[config.mk]
export PLATFORM = sky130hd
export DESIGN_NAME = pointer_drag_scroll_and_accel_core
export DESIGN_NICKNAME = d
export VERILOG_FILES = /design/src/rtl/pdsa_pkg.sv /design/src/rtl/pointer_drag_scroll_and_accel_core.sv /design/src/rtl/pdsa_drag_lane.sv /design/src/rtl/pdsa_accel_lane.sv
export VERILOG_INCLUDE_DIRS = /design/src /design/src/rtl
export SDC_FILE = /design/constraint.sdc
export NUM_CORES = 1
export LEC_CHECK = 0
export BUFFER_PORTS_ARGS = -buffer_cell sky130_fd_sc_hd__buf_4
export CAP_MARGIN = 20
export CORE_MARGIN = 2
export CORE_UTILIZATION = 50
export DETAILED_ROUTE_END_ITERATION = 16
export PLACE_DENSITY = 0.68
export SYNTH_ARGS = -nofsm -noshare
export SYNTH_HDL_FRONTEND = slang
export SYNTH_SLANG_ARGS = --single-unit
[constraint.sdc]
create_clock -name aclk -period 4.57 [get_ports aclk]
set_clock_uncertainty 0.1 [all_clocks]
set_input_delay 1.371 -clock aclk [delete_from_list [all_inputs] [get_ports aclk]]
set_output_delay 1.371 -clock aclk [all_outputs]
set_load 0.1 [all_outputs]
[src/rtl/pointer_drag_scroll_and_accel_core_defines.svh]
// Assertion macros shared by the pointer drag-scroll and acceleration core.
`ifndef POINTER_DRAG_SCROLL_AND_ACCEL_CORE_DEFINES_SVH
`define POINTER_DRAG_SCROLL_AND_ACCEL_CORE_DEFINES_SVH

// Check a condition in the same cycle as its trigger.
`define PDSA_ASSERT_NOW(lbl, pre, post) \
    lbl: assert property (@(posedge aclk) disable iff (!aresetn) (pre) |-> (post)) \
        else $error("pdsa: same-cycle check failed");

// Check a condition in the cycle after its trigger.
`define PDSA_ASSERT_NEXT(lbl, pre, post) \
    lbl: assert property (@(posedge aclk) disable iff (!aresetn) (pre) |=> (post)) \
        else $error("pdsa: next-cycle check failed");

`endif

[src/rtl/pdsa_pkg.sv]
// Package: constants, types and control structs of the drag-scroll and acceleration core.
`default_nettype none
package pdsa_pkg;

    localparam int DELTA_WIDTH_DEF = 16;
    localparam int ACC_W           = 16;
    localparam int OUT_W           = 16;
    localparam int WHEEL_W         = 8;
    localparam int TIME_W          = 32;
    localparam int T_W             = 10;
    localparam int MAG7_W          = 7;
    localparam int NUM_W           = 20;
    localparam int DEN_W           = 12;
    localparam int Q_W             = 8;
    localparam int STEP_W          = 5;
    localparam int THR_W           = 8;
    localparam int APB_AW          = 5;
    localparam int APB_DW          = 32;
    localparam int CNT_W           = $clog2(ACC_W);

    localparam int IDLE_LIMIT_MS   = 1000;
    localparam int IDLE_SUBST_MS   = 16;
    localparam int REPORT_MAX      = 127;
    localparam int THRESHOLD_RESET = 6;
    localparam int MUL_STEPS       = 7;
    localparam int DIV_STEPS       = 8;
    localparam int DEN_SHIFT       = 7;

    localparam logic signed [WHEEL_W-1:0] SCROLL_POS = 8'sd1;
    localparam logic signed [WHEEL_W-1:0] SCROLL_NEG = -8'sd1;

    typedef logic [2:0] reg_idx_t;
    localparam reg_idx_t REG_DRAG_ENABLE      = 3'd0;
    localparam reg_idx_t REG_ACCEL_STEP       = 3'd1;
    localparam reg_idx_t REG_SCROLL_THRESHOLD = 3'd2;
    localparam reg_idx_t REG_REVERSE_X        = 3'd3;
    localparam reg_idx_t REG_REVERSE_Y        = 3'd4;

    typedef enum logic [3:0] {
        S_IDLE,
        S_DLOAD,
        S_DRAG,
        S_DSTEP,
        S_TIME,
        S_ALOAD,
        S_MUL1,
        S_SUM,
        S_MUL2,
        S_DIVINIT,
        S_DIV,
        S_OUT
    } pdsa_state_t;

    typedef struct packed {
        logic load;
        logic shift;
        logic step;
    } drag_ctl_t;

    typedef struct packed {
        logic load;
        logic mul;
        logic sum;
        logic dinit;
        logic div;
    } accel_ctl_t;

endpackage
`default_nettype wire

[src/rtl/pointer_drag_scroll_and_accel_core.sv]
// Top level: config registers, report sequencer, lanes and output register.
//
//   port group  | direction | handshake        | word
//   s_*         | in        | s_valid/s_ready  | delta_x, delta_y, wheel_h, wheel_v, now_ms
//   m_*         | out       | m_valid/m_ready  | out_x, out_y, out_h, out_v
//   p*          | in/out    | APB, pready = 1  | five config registers at 4*index
//
// One word at a time; the next word is taken once the result is loaded. Normal mode runs the
// 7-step serial multiplies and the 8-step restoring divide; drag mode runs the 16-step
// bit-serial accumulator add.
// Reset is synchronous, active low.
// A stalled result holds in the output register; the next word may be accepted meanwhile.
`default_nettype none
`include "pointer_drag_scroll_and_accel_core_defines.svh"
module pointer_drag_scroll_and_accel_core #(
    parameter int DELTA_WIDTH = pdsa_pkg::DELTA_WIDTH_DEF
) (
    input  wire logic                                  aclk,
    input  wire logic                                  aresetn,
    input  wire logic                                  s_valid,
    output logic                                       s_ready,
    input  wire logic signed [DELTA_WIDTH-1:0]         s_delta_x,
    input  wire logic signed [DELTA_WIDTH-1:0]         s_delta_y,
    input  wire logic signed [pdsa_pkg::WHEEL_W-1:0]   s_wheel_h,
    input  wire logic signed [pdsa_pkg::WHEEL_W-1:0]   s_wheel_v,
    input  wire logic [pdsa_pkg::TIME_W-1:0]           s_now_ms,
    output logic                                       m_valid,
    input  wire logic                                  m_ready,
    output logic signed [pdsa_pkg::OUT_W-1:0]          m_out_x,
    output logic signed [pdsa_pkg::OUT_W-1:0]          m_out_y,
    output logic signed [pdsa_pkg::WHEEL_W-1:0]        m_out_h,
    output logic signed [pdsa_pkg::WHEEL_W-1:0]       m_out_v,
    input  wire logic                                  psel,
    input  wire logic                                  penable,
    input  wire logic                                  pwrite,
    input  wire logic [pdsa_pkg::APB_AW-1:0]           paddr,
    input  wire logic [pdsa_pkg::APB_DW-1:0]           pwdata,
    output logic [pdsa_pkg::APB_DW-1:0]                prdata,
    output logic                                       pready
);

    localparam int CW = pdsa_pkg::CNT_W;
    localparam int WW = pdsa_pkg::WHEEL_W;
    localparam int OW = pdsa_pkg::OUT_W;
    localparam int TW = pdsa_pkg::TIME_W;

    pdsa_pkg::pdsa_state_t state_reg, state_next;
    logic [CW-1:0]         cnt_reg, cnt_next;

    logic                         drag_en_reg, drag_en_next;
    logic [pdsa_pkg::STEP_W-1:0]  step_reg, step_next;
    logic [pdsa_pkg::THR_W-1:0]   thr_reg, thr_next;
    logic                         rev_x_reg, rev_x_next;
    logic                         rev_y_reg, rev_y_next;
    logic                         wr_en;
    pdsa_pkg::reg_idx_t           wr_idx;

    logic signed [DELTA_WIDTH-1:0] in_dx_reg, in_dx_next;
    logic signed [DELTA_WIDTH-1:0] in_dy_reg, in_dy_next;
    logic signed [WW-1:0]          in_wh_reg, in_wh_next;
    logic signed [WW-1:0]          in_wv_reg, in_wv_next;
    logic [TW-1:0]                 in_now_reg, in_now_next;
    logic [TW-1:0]                 last_reg, last_next;
    logic [pdsa_pkg::T_W-1:0]      t_reg, t_next;
    logic [TW-1:0]                 elapsed;
    logic                          moved;

    logic                 m_valid_reg, m_valid_next;
    logic signed [OW-1:0] out_x_reg, out_x_next;
    logic signed [OW-1:0] out_y_reg, out_y_next;
    logic signed [WW-1:0] out_h_reg, out_h_next;
    logic signed [WW-1:0] out_v_reg, out_v_next;

    logic                 accept, out_load, out_free;
    pdsa_pkg::drag_ctl_t  drag_ctl;
    pdsa_pkg::accel_ctl_t accel_ctl;
    logic signed [WW-1:0] drag_h, drag_v;
    logic signed [OW-1:0] res_x, res_y;

    // Configuration port
    assign pready = 1'b1;
    assign wr_en  = psel & penable & pwrite;
    assign wr_idx = paddr[pdsa_pkg::APB_AW-1:2];

    always_comb begin
        drag_en_next = drag_en_reg;
        step_next    = step_reg;
        thr_next     = thr_reg;
        rev_x_next   = rev_x_reg;
        rev_y_next   = rev_y_reg;
        if (wr_en) begin
            unique case (wr_idx)
                pdsa_pkg::REG_DRAG_ENABLE:      drag_en_next = pwdata[0];
                pdsa_pkg::REG_ACCEL_STEP:       step_next    = pwdata[pdsa_pkg::STEP_W-1:0];
                pdsa_pkg::REG_SCROLL_THRESHOLD: thr_next     = pwdata[pdsa_pkg::THR_W-1:0];
                pdsa_pkg::REG_REVERSE_X:        rev_x_next   = pwdata[0];
                pdsa_pkg::REG_REVERSE_Y:        rev_y_next   = pwdata[0];
                default: begin
                end
            endcase
        end
    end

    always_comb begin
        unique case (wr_idx)
            pdsa_pkg::REG_DRAG_ENABLE:      prdata = pdsa_pkg::APB_DW'(drag_en_reg);
            pdsa_pkg::REG_ACCEL_STEP:       prdata = pdsa_pkg::APB_DW'(step_reg);
            pdsa_pkg::REG_SCROLL_THRESHOLD: prdata = pdsa_pkg::APB_DW'(thr_reg);
            pdsa_pkg::REG_REVERSE_X:        prdata = pdsa_pkg::APB_DW'(rev_x_reg);
            pdsa_pkg::REG_REVERSE_Y:        prdata = pdsa_pkg::APB_DW'(rev_y_reg);
            default:                        prdata = '0;
        endcase
    end

    // Sequencer: next state
    always_comb begin
        state_next = state_reg;
        unique case (state_reg)
            pdsa_pkg::S_IDLE: begin
                if (s_valid) begin
                    state_next = drag_en_reg ? pdsa_pkg::S_DLOAD : pdsa_pkg::S_TIME;
                end
            end
            pdsa_pkg::S_DLOAD: state_next = pdsa_pkg::S_DRAG;
            pdsa_pkg::S_DRAG: begin
                if (cnt_reg == CW'(pdsa_pkg::ACC_W - 1)) begin
                    state_next = pdsa_pkg::S_DSTEP;
                end
            end
            pdsa_pkg::S_DSTEP: state_next = pdsa_pkg::S_OUT;
            pdsa_pkg::S_TIME:  state_next = pdsa_pkg::S_ALOAD;
            pdsa_pkg::S_ALOAD: state_next = pdsa_pkg::S_MUL1;
            pdsa_pkg::S_MUL1: begin
                if (cnt_reg == CW'(pdsa_pkg::MUL_STEPS - 1)) begin
                    state_next = pdsa_pkg::S_SUM;
                end
            end
            pdsa_pkg::S_SUM: state_next = pdsa_pkg::S_MUL2;
            pdsa_pkg::S_MUL2: begin
                if (cnt_reg == CW'(pdsa_pkg::MUL_STEPS - 1)) begin
                    state_next = pdsa_pkg::S_DIVINIT;
                end
            end
            pdsa_pkg::S_DIVINIT: state_next = pdsa_pkg::S_DIV;
            pdsa_pkg::S_DIV: begin
                if (cnt_reg == CW'(pdsa_pkg::DIV_STEPS - 1)) begin
                    state_next = pdsa_pkg::S_OUT;
                end
            end
            pdsa_pkg::S_OUT: begin
                if (out_free) begin
                    state_next = pdsa_pkg::S_IDLE;
                end
            end
            default: state_next = pdsa_pkg::S_IDLE;
        endcase
    end

    assign cnt_next = (state_next != state_reg) ? '0 : cnt_reg + 1'b1;
    assign out_free = !m_valid_reg || m_ready;

    // Sequencer: outputs
    always_comb begin
        s_ready   = 1'b0;
        out_load  = 1'b0;
        drag_ctl  = '0;
        accel_ctl = '0;
        unique case (state_reg)
            pdsa_pkg::S_IDLE:    s_ready         = 1'b1;
            pdsa_pkg::S_DLOAD:   drag_ctl.load   = 1'b1;
            pdsa_pkg::S_DRAG:    drag_ctl.shift  = 1'b1;
            pdsa_pkg::S_DSTEP:   drag_ctl.step   = 1'b1;
            pdsa_pkg::S_ALOAD:   accel_ctl.load  = 1'b1;
            pdsa_pkg::S_MUL1:    accel_ctl.mul   = 1'b1;
            pdsa_pkg::S_SUM:     accel_ctl.sum   = 1'b1;
            pdsa_pkg::S_MUL2:    accel_ctl.mul   = 1'b1;
            pdsa_pkg::S_DIVINIT: accel_ctl.dinit = 1'b1;
            pdsa_pkg::S_DIV:     accel_ctl.div   = 1'b1;
            pdsa_pkg::S_OUT:     out_load        = out_free;
            default: begin
            end
        endcase
    end

    assign accept = s_valid & s_ready;

    // Input capture and elapsed time
    assign elapsed = in_now_reg - last_reg;
    assign moved   = (in_dx_reg != '0) || (in_dy_reg != '0);

    always_comb begin
        in_dx_next  = accept ? s_delta_x : in_dx_reg;
        in_dy_next  = accept ? s_delta_y : in_dy_reg;
        in_wh_next  = accept ? s_wheel_h : in_wh_reg;
        in_wv_next  = accept ? s_wheel_v : in_wv_reg;
        in_now_next = accept ? s_now_ms  : in_now_reg;
        t_next      = t_reg;
        last_next   = last_reg;
        if (state_reg == pdsa_pkg::S_TIME) begin
            t_next = (elapsed > TW'(pdsa_pkg::IDLE_LIMIT_MS))
                   ? pdsa_pkg::T_W'(pdsa_pkg::IDLE_SUBST_MS) : elapsed[pdsa_pkg::T_W-1:0];
            if (moved) begin
                last_next = in_now_reg;
            end
        end
    end

    // Output register
    always_comb begin
        out_x_next   = out_x_reg;
        out_y_next   = out_y_reg;
        out_h_next   = out_h_reg;
        out_v_next   = out_v_reg;
        m_valid_next = m_valid_reg & ~m_ready;
        if (out_load) begin
            m_valid_next = 1'b1;
            out_x_next   = drag_en_reg ? '0 : res_x;
            out_y_next   = drag_en_reg ? '0 : res_y;
            out_h_next   = drag_en_reg ? drag_h : in_wh_reg;
            out_v_next   = drag_en_reg ? drag_v : in_wv_reg;
        end
    end

    always_ff @(posedge aclk) begin
        if (!aresetn) begin
            state_reg   <= pdsa_pkg::S_IDLE;
            cnt_reg     <= '0;
            drag_en_reg <= 1'b0;
            step_reg    <= '0;
            thr_reg     <= pdsa_pkg::THR_W'(pdsa_pkg::THRESHOLD_RESET);
            rev_x_reg   <= 1'b0;
            rev_y_reg   <= 1'b0;
            last_reg    <= '0;
            m_valid_reg <= 1'b0;
        end else begin
            state_reg   <= state_next;
            cnt_reg     <= cnt_next;
            drag_en_reg <= drag_en_next;
            step_reg    <= step_next;
            thr_reg     <= thr_next;
            rev_x_reg   <= rev_x_next;
            rev_y_reg   <= rev_y_next;
            last_reg    <= last_next;
            m_valid_reg <= m_valid_next;
        end
    end

    always_ff @(posedge aclk) begin
        in_dx_reg  <= in_dx_next;
        in_dy_reg  <= in_dy_next;
        in_wh_reg  <= in_wh_next;
        in_wv_reg  <= in_wv_next;
        in_now_reg <= in_now_next;
        t_reg      <= t_next;
        out_x_reg  <= out_x_next;
        out_y_reg  <= out_y_next;
        out_h_reg  <= out_h_next;
        out_v_reg  <= out_v_next;
    end

    assign m_valid = m_valid_reg;
    assign m_out_x = out_x_reg;
    assign m_out_y = out_y_reg;
    assign m_out_h = out_h_reg;
    assign m_out_v = out_v_reg;

    pdsa_drag_lane #(.DELTA_WIDTH(DELTA_WIDTH)) u_drag_x (
        .aclk      (aclk),
        .aresetn   (aresetn),
        .ctl       (drag_ctl),
        .delta     (in_dx_reg),
        .rev       (rev_x_reg),
        .thr       (thr_reg),
        .wheel     (in_wh_reg),
        .wheel_out (drag_h)
    );

    pdsa_drag_lane #(.DELTA_WIDTH(DELTA_WIDTH)) u_drag_y (
        .aclk      (aclk),
        .aresetn   (aresetn),
        .ctl       (drag_ctl),
        .delta     (in_dy_reg),
        .rev       (rev_y_reg),
        .thr       (thr_reg),
        .wheel     (in_wv_reg),
        .wheel_out (drag_v)
    );

    pdsa_accel_lane #(.DELTA_WIDTH(DELTA_WIDTH)) u_accel_x (
        .aclk  (aclk),
        .ctl   (accel_ctl),
        .delta (in_dx_reg),
        .t     (t_reg),
        .step  (step_reg),
        .res   (res_x)
    );

    pdsa_accel_lane #(.DELTA_WIDTH(DELTA_WIDTH)) u_accel_y (
        .aclk  (aclk),
        .ctl   (accel_ctl),
        .delta (in_dy_reg),
        .t     (t_reg),
        .step  (step_reg),
        .res   (res_y)
    );

    `PDSA_ASSERT_NEXT(a_accept_leaves_idle, s_valid && s_ready, state_reg != pdsa_pkg::S_IDLE)
    `PDSA_ASSERT_NEXT(a_load_sets_valid, out_load, m_valid)
    `PDSA_ASSERT_NEXT(a_stamp_only_in_time, state_reg != pdsa_pkg::S_TIME, $stable(last_reg))
    `PDSA_ASSERT_NOW(a_lanes_idle_when_ready, s_ready, (accel_ctl == '0) && (drag_ctl == '0))

endmodule
`default_nettype wire

[src/rtl/pdsa_drag_lane.sv]
// Drag-scroll lane: bit-serial accumulator update and scroll step decision for one axis.
`default_nettype none
module pdsa_drag_lane #(
    parameter int DELTA_WIDTH = pdsa_pkg::DELTA_WIDTH_DEF
) (
    input  wire logic                                      aclk,
    input  wire logic                                      aresetn,
    input  wire pdsa_pkg::drag_ctl_t                       ctl,
    input  wire logic signed [DELTA_WIDTH-1:0]             delta,
    input  wire logic                                      rev,
    input  wire logic [pdsa_pkg::THR_W-1:0]                thr,
    input  wire logic signed [pdsa_pkg::WHEEL_W-1:0]       wheel,
    output logic signed [pdsa_pkg::WHEEL_W-1:0]            wheel_out
);

    localparam int AW = pdsa_pkg::ACC_W;

    logic [AW-1:0]                       acc_reg, acc_next;
    logic [AW-1:0]                       addend_reg, addend_next;
    logic                                carry_reg, carry_next;
    logic signed [pdsa_pkg::WHEEL_W-1:0] wheel_reg, wheel_next;
    logic                                sum_bit, carry_out;
    logic [AW:0]                         mag;
    logic                                over;

    assign sum_bit   = acc_reg[0] ^ addend_reg[0] ^ carry_reg;
    assign carry_out = (acc_reg[0] & addend_reg[0]) | (acc_reg[0] & carry_reg)
                     | (addend_reg[0] & carry_reg);
    assign mag  = acc_reg[AW-1] ? ((AW+1)'(1) << AW) - (AW+1)'(acc_reg) : (AW+1)'(acc_reg);
    assign over = mag > (AW+1)'(thr);

    always_comb begin
        acc_next    = acc_reg;
        addend_next = addend_reg;
        carry_next  = carry_reg;
        wheel_next  = wheel_reg;
        if (ctl.load) begin
            addend_next = AW'(delta) ^ {AW{rev}};
            carry_next  = rev;
        end
        if (ctl.shift) begin
            acc_next    = {sum_bit, acc_reg[AW-1:1]};
            addend_next = addend_reg >> 1;
            carry_next  = carry_out;
        end
        if (ctl.step) begin
            if (over) begin
                acc_next   = '0;
                wheel_next = acc_reg[AW-1] ? pdsa_pkg::SCROLL_NEG : pdsa_pkg::SCROLL_POS;
            end else begin
                wheel_next = wheel;
            end
        end
    end

    always_ff @(posedge aclk) begin
        if (!aresetn) begin
            acc_reg <= '0;
        end else begin
            acc_reg <= acc_next;
        end
    end

    always_ff @(posedge aclk) begin
        addend_reg <= addend_next;
        carry_reg  <= carry_next;
        wheel_reg  <= wheel_next;
    end

    assign wheel_out = wheel_reg;

endmodule
`default_nettype wire

[src/rtl/pdsa_accel_lane.sv]
// Acceleration lane: serial shift-add products and restoring divide for one axis.
`default_nettype none
module pdsa_accel_lane #(
    parameter int DELTA_WIDTH = pdsa_pkg::DELTA_WIDTH_DEF
) (
    input  wire logic                                 aclk,
    input  wire pdsa_pkg::accel_ctl_t                 ctl,
    input  wire logic signed [DELTA_WIDTH-1:0]        delta,
    input  wire logic [pdsa_pkg::T_W-1:0]             t,
    input  wire logic [pdsa_pkg::STEP_W-1:0]          step,
    output logic signed [pdsa_pkg::OUT_W-1:0]         res
);

    localparam int CW = (DELTA_WIDTH > pdsa_pkg::T_W) ? DELTA_WIDTH : pdsa_pkg::T_W;
    localparam int NW = pdsa_pkg::NUM_W;
    localparam int MW = pdsa_pkg::MAG7_W;
    localparam int QW = pdsa_pkg::Q_W;
    localparam int OW = pdsa_pkg::OUT_W;
    localparam int DW = pdsa_pkg::DEN_W;

    logic [DELTA_WIDTH-1:0] mag_w;
    logic                   pass, big, gt, comp;
    logic [MW-1:0]          fix7, t7, diff7, val7;
    logic [DW-1:0]          den;
    logic                   ge;
    logic signed [OW-1:0]   dext;

    logic          pass_reg, pass_next;
    logic          comp_reg, comp_next;
    logic          neg_reg, neg_next;
    logic [MW-1:0] fix_reg, fix_next;
    logic [NW-1:0] acc_reg, acc_next;
    logic [NW-1:0] mcand_reg, mcand_next;
    logic [MW-1:0] mplr_reg, mplr_next;
    logic [QW-1:0] q_reg, q_next;

    assign mag_w = delta[DELTA_WIDTH-1] ? (~delta + 1'b1) : delta;
    assign pass  = (t == '0) || (delta == '0);
    assign big   = mag_w >= DELTA_WIDTH'(pdsa_pkg::REPORT_MAX);
    assign gt    = CW'(mag_w) > CW'(t);
    assign comp  = !pass && gt && !big;
    assign fix7  = big ? MW'(pdsa_pkg::REPORT_MAX) : mag_w[MW-1:0];
    assign t7    = t[MW-1:0];
    assign diff7 = mag_w[MW-1:0] - t7;
    assign den   = (DW'(t7) << 4) + (DW'(t7) << 2);
    assign ge    = acc_reg >= mcand_reg;

    always_comb begin
        pass_next  = pass_reg;
        comp_next  = comp_reg;
        neg_next   = neg_reg;
        fix_next   = fix_reg;
        acc_next   = acc_reg;
        mcand_next = mcand_reg;
        mplr_next  = mplr_reg;
        q_next     = q_reg;
        if (ctl.load) begin
            pass_next  = pass;
            comp_next  = comp;
            neg_next   = delta[DELTA_WIDTH-1];
            fix_next   = fix7;
            acc_next   = '0;
            mcand_next = NW'(diff7);
            mplr_next  = MW'(step);
        end
        if (ctl.mul) begin
            if (mplr_reg[0]) begin
                acc_next = acc_reg + mcand_reg;
            end
            mcand_next = {mcand_reg[NW-2:0], 1'b0};
            mplr_next  = mplr_reg >> 1;
        end
        if (ctl.sum) begin
            mcand_next = acc_reg + NW'(den);
            acc_next   = '0;
            mplr_next  = mag_w[MW-1:0];
        end
        if (ctl.dinit) begin
            mcand_next = NW'(den) << pdsa_pkg::DEN_SHIFT;
            q_next     = '0;
        end
        if (ctl.div) begin
            if (ge) begin
                acc_next = acc_reg - mcand_reg;
            end
            q_next     = {q_reg[QW-2:0], ge};
            mcand_next = mcand_reg >> 1;
        end
    end

    always_ff @(posedge aclk) begin
        pass_reg  <= pass_next;
        comp_reg  <= comp_next;
        neg_reg   <= neg_next;
        fix_reg   <= fix_next;
        acc_reg   <= acc_next;
        mcand_reg <= mcand_next;
        mplr_reg  <= mplr_next;
        q_reg     <= q_next;
    end

    assign dext = OW'(delta);
    assign val7 = comp_reg ? (q_reg[QW-1] ? MW'(pdsa_pkg::REPORT_MAX) : q_reg[MW-1:0])
                           : fix_reg;

    always_comb begin
        if (pass_reg) begin
            res = dext;
        end else if (neg_reg) begin
            res = OW'(0) - OW'(val7);
        end else begin
            res = OW'(val7);
        end
    end

endmodule
`default_nettype wire
==> impl_metrics.toml <==
[timing]
slew_viol_final = 0
hold_viol = 0
setup_viol = 0
post-route-period-util = 0.847
layout_min_cycle_time_ps = 3870
fin_ws_ps = 698
tightestPinTransition_ps = 1130
maxSlewHeadroom = 0.246
max_freq_mhz = 258
rsz0062_at_grt = "no"

[worst_setup_path]
crit_chain = "ha_1 > fa_1 > xor2_1 > ha_1 > inv_1 > o21bai_1 > a21oi_1 > o21bai_1 > a21oi_1 > o21a_1 > nor2_1 > xnor2_1 > o21ai_0"
cp-startpoint = "t_reg[2]"
path_max_fanout = 5
r2r_slack_ps = 700
cp-start-kind = "flop"
required_ps = 4770
cpLargestDelayFamily = "adder cells"
crit_arrival_ps = 4070
r2r_end = "u_accel_y.mcand_reg[18]"
crit_path_top_delay_cell = "xor2_1"
setup.worst_path.end = "u_accel_y.mcand_reg[18]"
cp_slowest_stage_delay_ps = 590
reg2reg_depth = 13
crit_type = "flop to flop"
crit_buf_inv = 1
path_depth = 13
r2r-start = "t_reg[2]"
cp-end-kind = "flop"

[place]
gp_congestion = 0.940
dp_hpwl_mm = 48.3
port_buffers = 155
dp.cells = 3539
placed_cell_area_um2 = 27900
place_ws_ps = 731

[floorplan]
rows = 83
initial_core_util = 0.508
dieArea_um2 = 54000
die_height_um = 232
core_area_um2 = 51400
die_w_um = 232
pin_count = 207

[final_layout]
instances_no_fill = 3626
layout_commonest_cell = "nand2_1"
postLayoutCellArea_um2 = 29400
finish.utilization = 0.572
seq_area_um2 = 10900
fillers = 4509
final_cell_mix = "292 x nand2_1, 274 x edfxtp_1, 216 x a21oi_1"
drive_gt1_frac = 0.117
antenna_cells = 0
multi_input_area_um2 = 14000
nets = 3223
area_growth_pct = 12.7

[power]
cellLeakagePower_uw = 0.0115
power_density_nw_per_um2 = 432
ir_drop_mv = 0.293

[routing]
dr.pass1.iters = 8
via_per_inst = 5.79
wl_per_cell_um = 18.2
num_vias = 21000
drtIter0Drc = 1733
ant_nets = 0
finalWirelength_mm = 66.1
post-route-drc-count = 0

[clock_network]
ctsHoldBuffers = 0
cts_buffer_depth = 3
htree_levels = 2
clk_latency_ps = 590
clk_pin_slew_ps = 60
cts_setup_buffers = 0
clock-sinks = 407
root_buffer = "clkbuf_16"
cts_resized = 0
numCtsBuffers = 46
tritoncts = "done"

[synth]
ys_warn_count = 0
synth_edf_count = 274
synthesis.area_um2 = 26100
synth_compound_area_frac = 0.179
synth-xor-area-share = 0.0638
synth-main-ff-cell = "edfxtp_1"
ys_seq_area_frac = 0.417
synthAdderAreaFrac = 0.0946
ys_types = 90
synth_simple_gate_area_share = 0.158
synthCells = 2796
synth_mux_area_frac = 0.0352
async_reset_ff_frac = 0
ys_ff_latch = 407
avgSynthCellArea_um2 = 9.33
synth_top_family_by_area = "compound AO/OA/AOI/OAI gates"

[run_status]
status = "completed"

[global_routing]
grt_use_total = 0.240
grt_pass1_vias = 20000
grt_pass1_wl_mm = 104
grt_max_degree = 95
antenna_found_initial = 2
grt-ovfl-total = 0

[flow_run]
drv_cap = 0

[hold_path]
holdCritPathClass = "flop to flop"
## worst register-to-register path: cells and delay by family, from the launching register on
family | cells | cell delay [ps]
fa+ha+maj | 3 | 1080
simple gates | 1 | 100
flops | 1 | 470
xor+xnor | 2 | 720
compound gates | 6 | 1060
buf+inv | 1 | 70
## stage by stage
step                      power (uW)  setup TNS (ps)  hold WS [ps]
after global routing           13400               0           389
after global placement          8850               0           342
after CTS                      12800               0           367
final                          12700               0           361
after detailed placement        8960               0           353
after floorplan                 7990           -2180           330
## worst min-delay path by stage
stage	startpoint	depth (start not counted)	end	slack [ps]
CTS	cnt_reg[0]	1	cnt_reg[0]	370
finish	cnt_reg[0]	1	cnt_reg[0]	360
global placement	cnt_reg[0]	1	cnt_reg[0]	340
detailed placement	cnt_reg[0]	1	cnt_reg[0]	350
global route	cnt_reg[0]	1	cnt_reg[0]	390
floorplan	cnt_reg[0]	1	cnt_reg[0]	330
## Yosys cell counts, types with 57 or more instances
cell type,number,area share
ha_1,178,0.085
xnor2_1,142,0.048
clkbuf_1,120,0.017
o21ai_0,175,0.034
dfxtp_1,133,0.10
nor2_1,177,0.025
nand2_1,292,0.042
a21oi_1,217,0.042
nor2b_1,93,0.022
edfxtp_1,274,0.32
mux2i_1,57,0.022
inv_1,168,0.024
## logic make-up (layout without fill, tap and decap cells)
| logic type | count (synthesis) | after routing |
|---|---|---|
| and+or+nand+nor | 851 | 851 |
| AOI/OAI and AO/OA | 742 | 742 |
| DFF | 407 | 407 |
| buffers and inverters | 326 | 453 |
| adders and majority gates | 190 | 190 |
| xor gates and xnor gates | 190 | 190 |
| muxes | 88 | 88 |
| other | 2 | 25 |
## routing by layer
| metal | share of wire | wire (um) | track usage | vias to the layer above |
|---|---|---|---|---|
| li1 | - | - | - | 10200 |
| met1 | 0.44 | 29400 | 0.332 | 9908 |
| met2 | 0.46 | 30100 | 0.382 | 714 |
| met3 | 0.069 | 4540 | 0.0344 | 119 |
| met4 | 0.031 | 2040 | 0.0880 | 2 |
| met5 | 0.00018 | 12 | 0 | - |
## power breakdown
part           internal, uW  switching, uW  total [uW]
registers              4320            419        4740
clock network          2180           1560        3740
logic                  1800           2440        4240
total                  8290           4430       12700
## area by class of cell
cell class / count / area share
clock buffer: 58 / 0.0413
clock inverter: 27 / 0.00987
inverter: 170 / 0.0217
multi-input combinational: 2086 / 0.477
sequential: 407 / 0.370
tap: 680 / 0.0289
timing repair buffer: 198 / 0.0514
Power figures use the tool's default switching activity.
